<file path="src/rtl/hpm_pkg.sv">
// hpm_pkg: shared types, widths, register codes and reset values
// for the homography point map core; no dependencies
package hpm_pkg;

    localparam int COEF_WIDTH_DEF    = 32;
    localparam int OUT_FRAC_BITS_DEF = 12;

    localparam int CW_MAX  = 32;
    localparam int PROD_W  = CW_MAX + 17;
    localparam int SUM_W   = CW_MAX + 19;
    localparam int QUO_W   = 33;
    localparam int QDEPTH  = 4;

    localparam logic [63:0] PAIR_A_RST = 64'h0001_0000_0000_0000;
    localparam logic [63:0] PAIR_B_RST = 64'h0;
    localparam logic [63:0] PAIR_C_RST = 64'h0001_0000_0000_0000;
    localparam logic [63:0] PAIR_D_RST = 64'h0;
    localparam logic [63:0] PAIR_E_RST = 64'h0001_0000_0000_0001;
    localparam logic [31:0] FRAME_RST  = 32'd125830200;

    localparam logic signed [31:0] S32_MAX = 32'sh7FFF_FFFF;
    localparam logic signed [31:0] S32_MIN = 32'sh8000_0000;

    typedef enum logic [2:0] {
        REG_PAIR_A = 3'd0,
        REG_PAIR_B = 3'd1,
        REG_PAIR_C = 3'd2,
        REG_PAIR_D = 3'd3,
        REG_PAIR_E = 3'd4,
        REG_FRAME  = 3'd5
    } t_reg_idx;

    typedef struct packed {
        logic [63:0] pa;
        logic [63:0] pb;
        logic [63:0] pc;
        logic [63:0] pd;
        logic [63:0] pe;
    } t_coef;

    typedef struct packed {
        logic [SUM_W-1:0] un;
        logic [SUM_W-1:0] vn;
        logic [SUM_W-1:0] zd;
        logic             neg_x;
        logic             neg_y;
        logic             pvalid;
        logic             first;
        logic             last;
    } t_item;

endpackage

</file>
<file path="src/rtl/hpm_queue.sv">
// hpm_queue: short request queue between front and back
// depends on hpm_pkg
module hpm_queue #(
    parameter int QDEPTH = hpm_pkg::QDEPTH
) (
    input  logic                        i_clk,
    input  logic                        i_rst_n,
    input  logic                        i_push,
    input  hpm_pkg::t_item              i_item,
    input  logic                        i_pop,
    output hpm_pkg::t_item              o_item,
    output logic                        o_empty,
    output logic [$clog2(QDEPTH+1)-1:0] o_level
);

    localparam int PTR_W = (QDEPTH > 1) ? $clog2(QDEPTH) : 1;
    localparam int LW    = $clog2(QDEPTH+1);

    hpm_pkg::t_item r_mem [QDEPTH];
    logic [PTR_W-1:0] r_wp, r_rp;
    logic [LW-1:0]    r_cnt;

    function automatic logic [PTR_W-1:0] nxt(input logic [PTR_W-1:0] p);
        return (p == PTR_W'(QDEPTH-1)) ? '0 : p + 1'b1;
    endfunction

    always_ff @(posedge i_clk) begin
        if (!i_rst_n) begin
            r_wp  <= '0;
            r_rp  <= '0;
            r_cnt <= '0;
        end else begin
            if (i_push) r_wp <= nxt(r_wp);
            if (i_pop) r_rp <= nxt(r_rp);
            r_cnt <= r_cnt + LW'(i_push) - LW'(i_pop);
        end
        if (i_push) r_mem[r_wp] <= i_item;
    end

    assign o_item  = r_mem[r_rp];
    assign o_empty = r_cnt == '0;
    assign o_level = r_cnt;

endmodule

</file>
<file path="config.mk">
export PLATFORM = sky130hd
export DESIGN_NAME = hpm_queue
export DESIGN_NICKNAME = d
export VERILOG_FILES = /design/src/rtl/hpm_pkg.sv /design/src/rtl/hpm_queue.sv
export SDC_FILE = /design/constraint.sdc
export NUM_CORES = 1
export LEC_CHECK = 0
export BUFFER_PORTS_ARGS = -buffer_cell sky130_fd_sc_hd__buf_2
export CAP_MARGIN = 20
export CORE_ASPECT_RATIO = 1.25
export CORE_UTILIZATION = 47
export DETAILED_ROUTE_END_ITERATION = 10
export PLACE_DENSITY = 0.82
export SLEW_MARGIN = 20
export SYNTH_ARGS = -nofsm -noshare
export SYNTH_HDL_FRONTEND = slang
export SYNTH_SLANG_ARGS = --single-unit
</file>
<file path="constraint.sdc">
create_clock -name i_clk -period 5.1 [get_ports i_clk]
set_input_delay 0.765 -clock i_clk [delete_from_list [all_inputs] [get_ports i_clk]]
set_output_delay 0.765 -clock i_clk [all_outputs]
set_load 0.02 [all_outputs]
</file>
==> metrics.yaml <==
status: "completed"
antenna_found_initial: 11
insertion_delay_ns: 0.59
rows: 90
grt_max_degree: 159
fmax_mhz: 282
drc_errors: 0
power_density_nw_per_um2: 407
p_total_w: 0.0112
dieArea_sq_um: 50400
critPathKind: "flop to output port"
required_ns: 4.34
period_share_pct: 69.4
slew_headroom_pct: 31.7
post_cts_buffers: 0
cp-start-kind: "flop"
htreeDepth: 2
clockBufferDepth: 3
grtUsageMet2_pct: 30.9
min_path_type: "input pin to flop"
final_common_cell: "edfxtp_1"
grt_pass1_wl_um: 66800
drtIter0Drc: 602
syn_avg_cell_area_sq_um: 26.8
ys_seq_elements: 641
final_cell_mix: "632 x edfxtp_1, 323 x buf_2, 158 x mux4_2"
cts_hold_buffers: 0
top_usage_layer: "met2"
finalNonFillerCells: 1927
yosysUniqueCellTypes: 17
clock_sinks: 641
fin_crit_ns: 3.54
postLayoutCoreUtil_pct: 56.5
cts_resized: 0
fin_tns_setup_ns: 0
endpoint_kind: "output port"
worstPathArrival_ns: 2.78
synthCells: 868
cts_tree: "built"
rsz0062_at_grt: "false"
grt_pass1_vias: 11300
r2r_setup_slack_ns: 3.03
grtUsageMet3_pct: 4.70
initial_core_util_pct: 47.9
drt-vias-per-instance: 5.40
p_leak_nw: 9.13
yosysWarnings: 0
cts_buffers: 58
syn_nets: 1038
vdd_ir_drop_max_v: 0.000293
pin_count: 324
vias: 10400
nNetsFinal: 1400
setup_viol: 0
portBuffers: 323
ant_nets: 0
hold_path_end: "r_mem[3][23]$_DFFE_PP_"
timing.rr.start: "r_wp[0]$_SDFFE_PN0P_"
wirelength_um: 44700
syn2layout_area_growth_pct: 17.9
clk_pin_slew_ns: 0.06
die_w_um: 201
hpwl_um: 26300
wl_per_cell_um: 23.2
core_sq_um: 48500
reg2reg_to: "r_mem[2][91]$_DFFE_PP_"
dr.pass1.iters: 5
synth.yosys.seq_area_share_pct: 82.4
final-hold-violation-count: 0
worst-r2r-cell-count: 4
drv_cap: 0
gr-total-overflow: 0
drive_gt1_share_pct: 45.6
die_h_um: 251
drv_slew: 0
skew_ns: 0.00833
met1_usage_pct: 20.8
holdPathStages: 1
path_max_fanout: 43
place_inst: 1814
gp_congestion: 0.757
hp-start: "i_item[23]"
cts-root-buf: "clkbuf_16"
grt_util_all_layers_pct: 17.8
netlist_area_sq_um: 23200
worst-slew-pin-transition_ns: 1.02
power by group:
| group | leakage, nW | switching, W | internal (W) |
|---|---|---|---|
| registers | 5.88 | 0.0000824 | 0.00602 |
| clock network | 0.859 | 0.00178 | 0.00222 |
| logic | 2.39 | 0.000630 | 0.000435 |
| total | 9.13 | 0.00249 | 0.00868 |
critical path, stage by stage, from the launching register on:
cell and delay [ns]:
dfxtp_4 0.96, buf_4 0.45, mux4_2 0.56, buf_2 0.18
synthesized netlist by cell type:
library cell | number | share of area [%]
xnor3_1 | 1 | 0.097
clkbuf_1 | 4 | 0.065
or3b_2 | 2 | 0.075
mux4_2 | 158 | 15
mux2i_1 | 2 | 0.086
inv_1 | 6 | 0.097
ha_1 | 7 | 0.38
buf_2 | 17 | 0.37
and2_1 | 5 | 0.13
buf_6 | 15 | 0.73
a21oi_1 | 2 | 0.043
dfxtp_1 | 9 | 0.77
nor2_1 | 4 | 0.065
nand2b_1 | 2 | 0.054
edfxtp_1 | 632 | 82
fa_1 | 1 | 0.086
nor3_1 | 1 | 0.022
how the worst max path moves through the flow:
stage                            endpoint  slack [ns]  cells past startpoint
floorplan           r_mem[0][0]$_DFFE_PP_        0.20                      1
global placement               o_item[72]        2.09                      3
detailed placement             o_item[77]        2.07                      3
CTS                            o_item[72]        1.41                      3
global route                   o_item[77]        1.33                      3
finish                         o_item[72]        1.56                      3
final cells by class:
type                            count  area (sq um)
Inverter                            6          22.5
Tap cell                          644           806
Multi-Input combinational cell    185          3810
Antenna cell                        8          20.0
Timing Repair Buffer              338          1840
Sequential cell                   641         19200
Clock inverter                     24           124
Clock buffer                       81          1630
Fill cell                        3486         21100
flip-flops by register name, summed over array words and instances, names as in the netlist, named ones only:
signal,flops
r_wp,2
r_mem,632
o_level,3
r_rp,2
per-layer routing:
metal	share of wire [%]	wire length [um]
met3	6.3	2820
met5	0.060	27
met1	36	16200
met2	54	24100
met4	3.4	1530
cell families (layout without fill, tap and decap cells):
group / after synthesis / count (layout) / synth area share [%]
DFF: 641 / 641 / 82.4
muxes: 160 / 160 / 15.4
and+or+nand+nor: 14 / 14 / 0.350
buffers and inverters: 42 / 449 / 1.25
adders and majority gates: 8 / 8 / 0.463
xor gates and xnor gates: 1 / 1 / 0.0969
other: 0 / 8 / 0
AOI/OAI and AO/OA: 2 / 2 / 0.0431
stage by stage:
step | hold slack (ns) | cell area, sq um | worst slack (ns)
after floorplan | 0.476 | 23200 | 0.197
final | 0.376 | 27400 | 1.56
after global placement | 0.475 | 25600 | 2.09
after global routing | 0.338 | 27400 | 1.33
after detailed placement | 0.508 | 25600 | 2.07
after CTS | 0.331 | 27400 | 1.41
Power figures use the tool's default switching activity.
