## src/rtl/hpm_pkg.sv

```systemverilog
// hpm_pkg: shared types, widths, register codes and reset values
// for the homography point map core; no dependencies
package hpm_pkg;

    localparam int COEF_WIDTH_DEF    = 32;
    localparam int OUT_FRAC_BITS_DEF = 12;

    localparam int CW_MAX  = 32;
    localparam int PROD_W  = CW_MAX + 17;
    localparam int SUM_W   = CW_MAX + 19;
    localparam int QUO_W   = 33;
    localparam int QDEPTH  = 4;

    localparam logic [63:0] PAIR_A_RST = 64'h0001_0000_0000_0000;
    localparam logic [63:0] PAIR_B_RST = 64'h0;
    localparam logic [63:0] PAIR_C_RST = 64'h0001_0000_0000_0000;
    localparam logic [63:0] PAIR_D_RST = 64'h0;
    localparam logic [63:0] PAIR_E_RST = 64'h0001_0000_0000_0001;
    localparam logic [31:0] FRAME_RST  = 32'd125830200;

    localparam logic signed [31:0] S32_MAX = 32'sh7FFF_FFFF;
    localparam logic signed [31:0] S32_MIN = 32'sh8000_0000;

    typedef enum logic [2:0] {
        REG_PAIR_A = 3'd0,
        REG_PAIR_B = 3'd1,
        REG_PAIR_C = 3'd2,
        REG_PAIR_D = 3'd3,
        REG_PAIR_E = 3'd4,
        REG_FRAME  = 3'd5
    } t_reg_idx;

    typedef struct packed {
        logic [63:0] pa;
        logic [63:0] pb;
        logic [63:0] pc;
        logic [63:0] pd;
        logic [63:0] pe;
    } t_coef;

    typedef struct packed {
        logic [SUM_W-1:0] un;
        logic [SUM_W-1:0] vn;
        logic [SUM_W-1:0] zd;
        logic             neg_x;
        logic             neg_y;
        logic             pvalid;
        logic             first;
        logic             last;
    } t_item;

endpackage

```

## src/rtl/hpm_back.sv

```systemverilog
// hpm_back: serial divide, saturation, box update and result register
// depends on hpm_pkg
module hpm_back #(
    parameter int OUT_FRAC_BITS = hpm_pkg::OUT_FRAC_BITS_DEF
) (
    input  logic                i_clk,
    input  logic                i_rst_n,
    input  logic [31:0]         i_frame,
    input  logic                i_empty,
    input  hpm_pkg::t_item      i_item,
    output logic                o_pop,
    output logic                o_out_valid,
    input  logic                i_out_stall,
    output logic signed [31:0]  o_out_x,
    output logic signed [31:0]  o_out_y,
    output logic                o_point_valid,
    output logic signed [31:0]  o_box_left,
    output logic signed [31:0]  o_box_top,
    output logic signed [31:0]  o_box_right,
    output logic signed [31:0]  o_box_bottom,
    output logic                o_overlap
);

    localparam int F    = OUT_FRAC_BITS;
    localparam int SW   = hpm_pkg::SUM_W;
    localparam int QW   = hpm_pkg::QUO_W;
    localparam int NW   = SW + F;
    localparam int RW   = SW + 1;
    localparam int CMPW = SW + QW;
    localparam int CNTW = $clog2(QW);
    localparam int LIMW = 16 + F;

    typedef enum logic [2:0] {
        S_IDLE, S_CHECK, S_DIV, S_SAT, S_BOX, S_FIN
    } t_state;

    t_state           r_state;
    hpm_pkg::t_item   r_it;
    logic [RW-1:0]    r_rx, r_ry;
    logic [QW-1:0]    r_lx, r_ly, r_qx, r_qy;
    logic             r_ovx, r_ovy;
    logic [CNTW-1:0]  r_cnt;
    logic signed [31:0] r_ox, r_oy;
    logic signed [31:0] r_min_c, r_min_r, r_max_c, r_max_r;
    logic             r_ov;

    logic [NW-1:0]    nx, ny;
    logic [CMPW-1:0]  dsh;
    logic [RW-1:0]    tx, ty, dext;
    logic             gx, gy;
    logic signed [31:0] bmin_c, bmin_r, bmax_c, bmax_r;
    logic signed [31:0] wlim, hlim, left, top, right, bottom;
    logic [LIMW-1:0]  wl, hl;
    logic             out_free;

    function automatic logic signed [31:0] sat(input logic neg, input logic ovf,
                                               input logic [QW-1:0] q);
        logic [QW:0] m;
        m = {1'b0, q};
        if (neg) begin
            if (ovf || q > QW'(33'h0_8000_0000)) return hpm_pkg::S32_MIN;
            m = -m;
            return $signed(m[31:0]);
        end
        if (ovf || q > QW'(33'h0_7FFF_FFFF)) return hpm_pkg::S32_MAX;
        return $signed(q[31:0]);
    endfunction

    function automatic logic signed [31:0] lim(input logic [LIMW-1:0] v);
        return (LIMW'(v) > LIMW'(32'h7FFF_FFFF)) ? hpm_pkg::S32_MAX : $signed(32'(v));
    endfunction

    always_comb begin
        nx   = NW'(r_it.un) << F;
        ny   = NW'(r_it.vn) << F;
        dsh  = CMPW'(r_it.zd) << (QW - F);
        dext = RW'(r_it.zd);
        tx   = {r_rx[RW-2:0], r_lx[QW-1]};
        ty   = {r_ry[RW-2:0], r_ly[QW-1]};
        gx   = tx >= dext;
        gy   = ty >= dext;
        bmin_c = r_it.first ? hpm_pkg::S32_MAX : r_min_c;
        bmin_r = r_it.first ? hpm_pkg::S32_MAX : r_min_r;
        bmax_c = r_it.first ? hpm_pkg::S32_MIN : r_max_c;
        bmax_r = r_it.first ? hpm_pkg::S32_MIN : r_max_r;
        wl     = LIMW'(i_frame[31:16]) << F;
        hl     = LIMW'(i_frame[15:0]) << F;
        wlim   = lim(wl);
        hlim   = lim(hl);
        left   = (r_min_c > 0) ? r_min_c : 32'sd0;
        top    = (r_min_r > 0) ? r_min_r : 32'sd0;
        right  = (r_max_c < wlim) ? r_max_c : wlim;
        bottom = (r_max_r < hlim) ? r_max_r : hlim;
        out_free = !r_ov || !i_out_stall;
    end

    assign o_pop = (r_state == S_IDLE) && !i_empty;

    always_ff @(posedge i_clk) begin
        if (!i_rst_n) begin
            r_state <= S_IDLE;
            r_ov    <= 1'b0;
            r_min_c <= hpm_pkg::S32_MAX;
            r_min_r <= hpm_pkg::S32_MAX;
            r_max_c <= hpm_pkg::S32_MIN;
            r_max_r <= hpm_pkg::S32_MIN;
        end else begin
            r_ov <= ((r_state == S_FIN) && out_free) || (r_ov && i_out_stall);
            unique case (r_state)
                S_IDLE: begin
                    if (!i_empty) begin
                        r_it    <= i_item;
                        r_state <= S_CHECK;
                    end
                end
                S_CHECK: begin
                    if (!r_it.pvalid) begin
                        r_ox    <= 32'sd0;
                        r_oy    <= 32'sd0;
                        r_state <= S_BOX;
                    end else begin
                        r_ovx   <= CMPW'(r_it.un) >= dsh;
                        r_ovy   <= CMPW'(r_it.vn) >= dsh;
                        r_rx    <= RW'(nx >> QW);
                        r_ry    <= RW'(ny >> QW);
                        r_lx    <= nx[QW-1:0];
                        r_ly    <= ny[QW-1:0];
                        r_cnt   <= CNTW'(QW - 1);
                        r_state <= S_DIV;
                    end
                end
                S_DIV: begin
                    r_rx <= gx ? tx - dext : tx;
                    r_ry <= gy ? ty - dext : ty;
                    r_lx <= {r_lx[QW-2:0], 1'b0};
                    r_ly <= {r_ly[QW-2:0], 1'b0};
                    r_qx <= {r_qx[QW-2:0], gx};
                    r_qy <= {r_qy[QW-2:0], gy};
                    r_cnt <= r_cnt - 1'b1;
                    if (r_cnt == '0) r_state <= S_SAT;
                end
                S_SAT: begin
                    r_ox    <= sat(r_it.neg_x, r_ovx, r_qx);
                    r_oy    <= sat(r_it.neg_y, r_ovy, r_qy);
                    r_state <= S_BOX;
                end
                S_BOX: begin
                    r_min_c <= (r_it.pvalid && r_ox < bmin_c) ? r_ox : bmin_c;
                    r_min_r <= (r_it.pvalid && r_oy < bmin_r) ? r_oy : bmin_r;
                    r_max_c <= (r_it.pvalid && r_ox > bmax_c) ? r_ox : bmax_c;
                    r_max_r <= (r_it.pvalid && r_oy > bmax_r) ? r_oy : bmax_r;
                    r_state <= S_FIN;
                end
                S_FIN: begin
                    if (out_free) begin
                        o_out_x       <= r_ox;
                        o_out_y       <= r_oy;
                        o_point_valid <= r_it.pvalid;
                        o_box_left    <= r_it.last ? left : 32'sd0;
                        o_box_top     <= r_it.last ? top : 32'sd0;
                        o_box_right   <= r_it.last ? right : 32'sd0;
                        o_box_bottom  <= r_it.last ? bottom : 32'sd0;
                        o_overlap     <= r_it.last && (left < right) && (top < bottom);
                        r_state       <= S_IDLE;
                    end
                end
                default: r_state <= S_IDLE;
            endcase
        end
    end

    assign o_out_valid = r_ov;

endmodule

```

## config.mk

```make
export PLATFORM = sky130hd
export DESIGN_NAME = hpm_back
export DESIGN_NICKNAME = d
export VERILOG_FILES = /design/src/rtl/hpm_pkg.sv /design/src/rtl/hpm_back.sv
export SDC_FILE = /design/constraint.sdc
export NUM_CORES = 2
export LEC_CHECK = 0
export BUFFER_PORTS_ARGS = -buffer_cell sky130_fd_sc_hd__buf_2
export CAP_MARGIN = 10
export CORE_MARGIN = 4
export CORE_UTILIZATION = 50
export CTS_CLUSTER_SIZE = 10
export DETAILED_ROUTE_END_ITERATION = 6
export PLACE_DENSITY = 0.72
export SETUP_SLACK_MARGIN = 0.4
export SYNTH_ARGS = -nofsm -noshare
export SYNTH_HDL_FRONTEND = slang
export SYNTH_SLANG_ARGS = --single-unit
```

## constraint.sdc

```tcl
create_clock -name i_clk -period 30.7 [get_ports i_clk]
set_input_delay 6.14 -clock i_clk [delete_from_list [all_inputs] [get_ports i_clk]]
set_output_delay 6.14 -clock i_clk [all_outputs]
set_load 0.03 [all_outputs]
```

==> qor.yml <==
drive_gt1_share_pct: 13.0
cts_tree: "done"
fp.dieW_um: 301
drt-total-wl_mm: 111
viasPerCell: 5.85
synth.area.mux_share_pct: 2.47
ys.flop_type: "edfxtp_1"
grt_overflow: 0
skew_ns: 0.0209
fmax_mhz: 77.5
place.gp.congestion: 0.906
dp_hpwl_mm: 80.9
die_area_um2: 90800
clock_path_buffers: 3
syn_to_final_growth_pct: 13.4
nNetsFinal: 4948
worstSetupStartpointType: "primary input"
endpoint_kind: "output pin"
core-area_um2: 85300
clk_pin_slew_worst_paths_ns: 0.06
wl_per_cell_um: 19.9
crit_top_cell: "buf_2"
route.detailed.drc: 0
ant_nets: 0
yosysTopAreaCell: "edfxtp_1"
rsz0062_at_grt: "false"
synth_top_family_by_area: "simple AND/OR/NAND/NOR gates"
h-tree-depth: 3
num_io_pins: 390
worst_pin_slew_ns: 1.21
mappedNetlistArea_um2: 43000
pwr_density_cell_nw_per_um2: 50.3
synth-edff-count: 634
hold_viol: 0
num_vias: 32600
fin_tns_setup_ns: 0
insertion_delay_ns: 0.66
die_h_um: 301
synth_top_area_share_pct: 44.3
drtPass1Iterations: 6
ys_ff_latch: 766
synth_cells: 4027
crit_slowest_cell: "buf_2"
postCtsSetupRepairBufs: 0
worstSetupPathType: "primary input to output pin"
clock_sinks: 766
initial_core_util_pct: 50.4
grt_pass1_wl_mm: 173
synth_xor_area_share_pct: 1.91
antenna_found_initial: 13
finalWorstPathRequiredPeriod_ns: 12.90
peakVddDrop_v: 0.0000579
worst_path_largest_cell_delay_ns: 0.27
cp_cell_sequence: "buf_2 > nor4_1 > buf_2"
drv_slew: 0
portBuffers: 389
synthAdderAreaFrac_pct: 11.4
ctsResizeCount: 0
finalCritPeriodShare_pct: 42.0
cts_made_buffers: 91
rows: 107
ys_seq_area_share_pct: 50.4
slew_headroom_pct: 19.5
fin_util_pct: 57.2
hp-class: "register to register"
synth_compound_area_share_pct: 14.2
yosysUniqueCellTypes: 88
drt_iter0_markers: 2790
clockRootBuffer: "clkbuf_16"
grt_pass1_vias: 31400
grtUsageTotal_pct: 23.9
synth-simple-area-share_pct: 16.9
synthTopCellsByArea: "edfxtp_1 (44%), ha_1 (11%), dfxtp_1 (6.1%)"
synth_async_sr_flop_share_pct: 0
required_ns: 24.56
grt_max_degree: 100
ctsHoldBuffers: 0
arrival_ns: 6.76
maxCapViolations: 0
status: "completed"
syn_avg_cell_area_um2: 10.7
p_leak_nw: 19.1
yosys_warnings: 0
cp_max_fo: 2
finalSetupViolCount: 0
[placed cells by master (no fill, tap or decap), types with 45 or more instances in the layout]
cell type	netlist	final
nor3_1	52	52
nand2_1	376	374
edfxtp_1	634	634
nand4_1	85	85
o21ai_1	112	112
nand3_1	54	54
nor2_1	288	285
ha_1	388	388
buf_2	3	389
mux2i_1	106	106
clkbuf_16	0	93
xnor2_1	59	59
nor2b_1	68	68
nor4_1	45	45
a21o_1	129	129
a22o_1	64	64
dfxtp_1	132	132
a31oi_1	54	54
and2_1	103	102
o21ai_0	91	91
a21oi_1	241	240
inv_1	136	136
nand2b_1	117	117
and3_1	89	88
clkbuf_1	166	45
[final timing paths]
path | start | endpoint | slack (ns) | cells past startpoint
setup / recovery | i_empty | o_pop | 17.80 | 3
hold / removal | r_max_r[31] | r_max_r[31] | 0.50 | 2
setup reg to reg | dext[6] | r_ry[47] | 25.52 | 13
hold reg to reg | r_max_r[31] | r_max_r[31] | 0.50 | 2
[cells in the mapped netlist, drive strengths merged, types with 35 or more instances]
library cell	n
a31oi	54
and2	104
nand2b	117
nand3	54
nor2	289
a21o	129
and3	89
or3	46
nor2b	68
nor4	49
o21ai	203
a21oi	241
mux2i	106
nand4	85
xor2	35
inv	137
dfxtp	132
clkbuf	167
xnor2	59
nor3	55
nand2	377
edfxtp	634
a22o	64
ha	388
[layout make-up]
class,instances,area [um^2]
diodes,3,7.51
clock buffers,141,2540
clock inverters,17,159
fillers,7180,36500
inverters,138,518
multi-input cells,2944,20200
flip-flops and latches,766,21700
well taps,1144,1430
repair buffers,423,2220
[kinds of logic after synthesis]
kind of cell / after synthesis
AO/OA/AOI/OAI: 938
AND/OR/NAND/NOR: 1412
buffers and inverters: 320
flip-flops: 766
other: 1
multiplexers: 106
XOR/XNOR: 94
adder cells (fa/ha/maj): 390
[sequential cells by signal, summed over array words and instances (netlist names), 33 cells and up]
name  cells
dext     51
nx       51
ny       51
r_rx     51
r_ry     51
r_qx     33
r_qy     33
[where the power goes]
| part | switching (mW) | internal [mW] | total, mW |
|---|---|---|---|
| logic | 0.170 | 0.107 | 0.277 |
| clock network | 0.420 | 0.568 | 0.989 |
| registers | 0.0252 | 1.16 | 1.19 |
[layer usage]
metal  global-route usage (%)  vias up  share of wire, %
met2                     39.8     1175                47
met4                     7.51        6               3.0
met5                        0        -             0.036
met3                     3.46      185               7.2
met1                     32.4    15600                43
li1                         -    15700                 -
[per-stage QoR]
step / hold slack (ns) / cell area, um^2 / cells / worst slack, ns / total power [mW]
after floorplan: 0.424 / 43000 / 4030 / 15.45 / 1.40
after global placement: 0.482 / 46000 / 5414 / 17.82 / 1.48
after detailed placement: 0.495 / 46000 / 5414 / 17.79 / 1.48
after CTS: 0.508 / 48700 / 5572 / 17.78 / 2.47
after global routing: 0.519 / 48800 / 5573 / 17.70 / 2.56
final: 0.504 / 48800 / 5576 / 17.80 / 2.45
[critical path: cells and delay by family]
kind | cells | cell delay [ns]
buffers and inverters | 2 | 0.37
and+or+nand+nor | 1 | 0.25
Note: power is estimated with default switching activity, not from simulation.
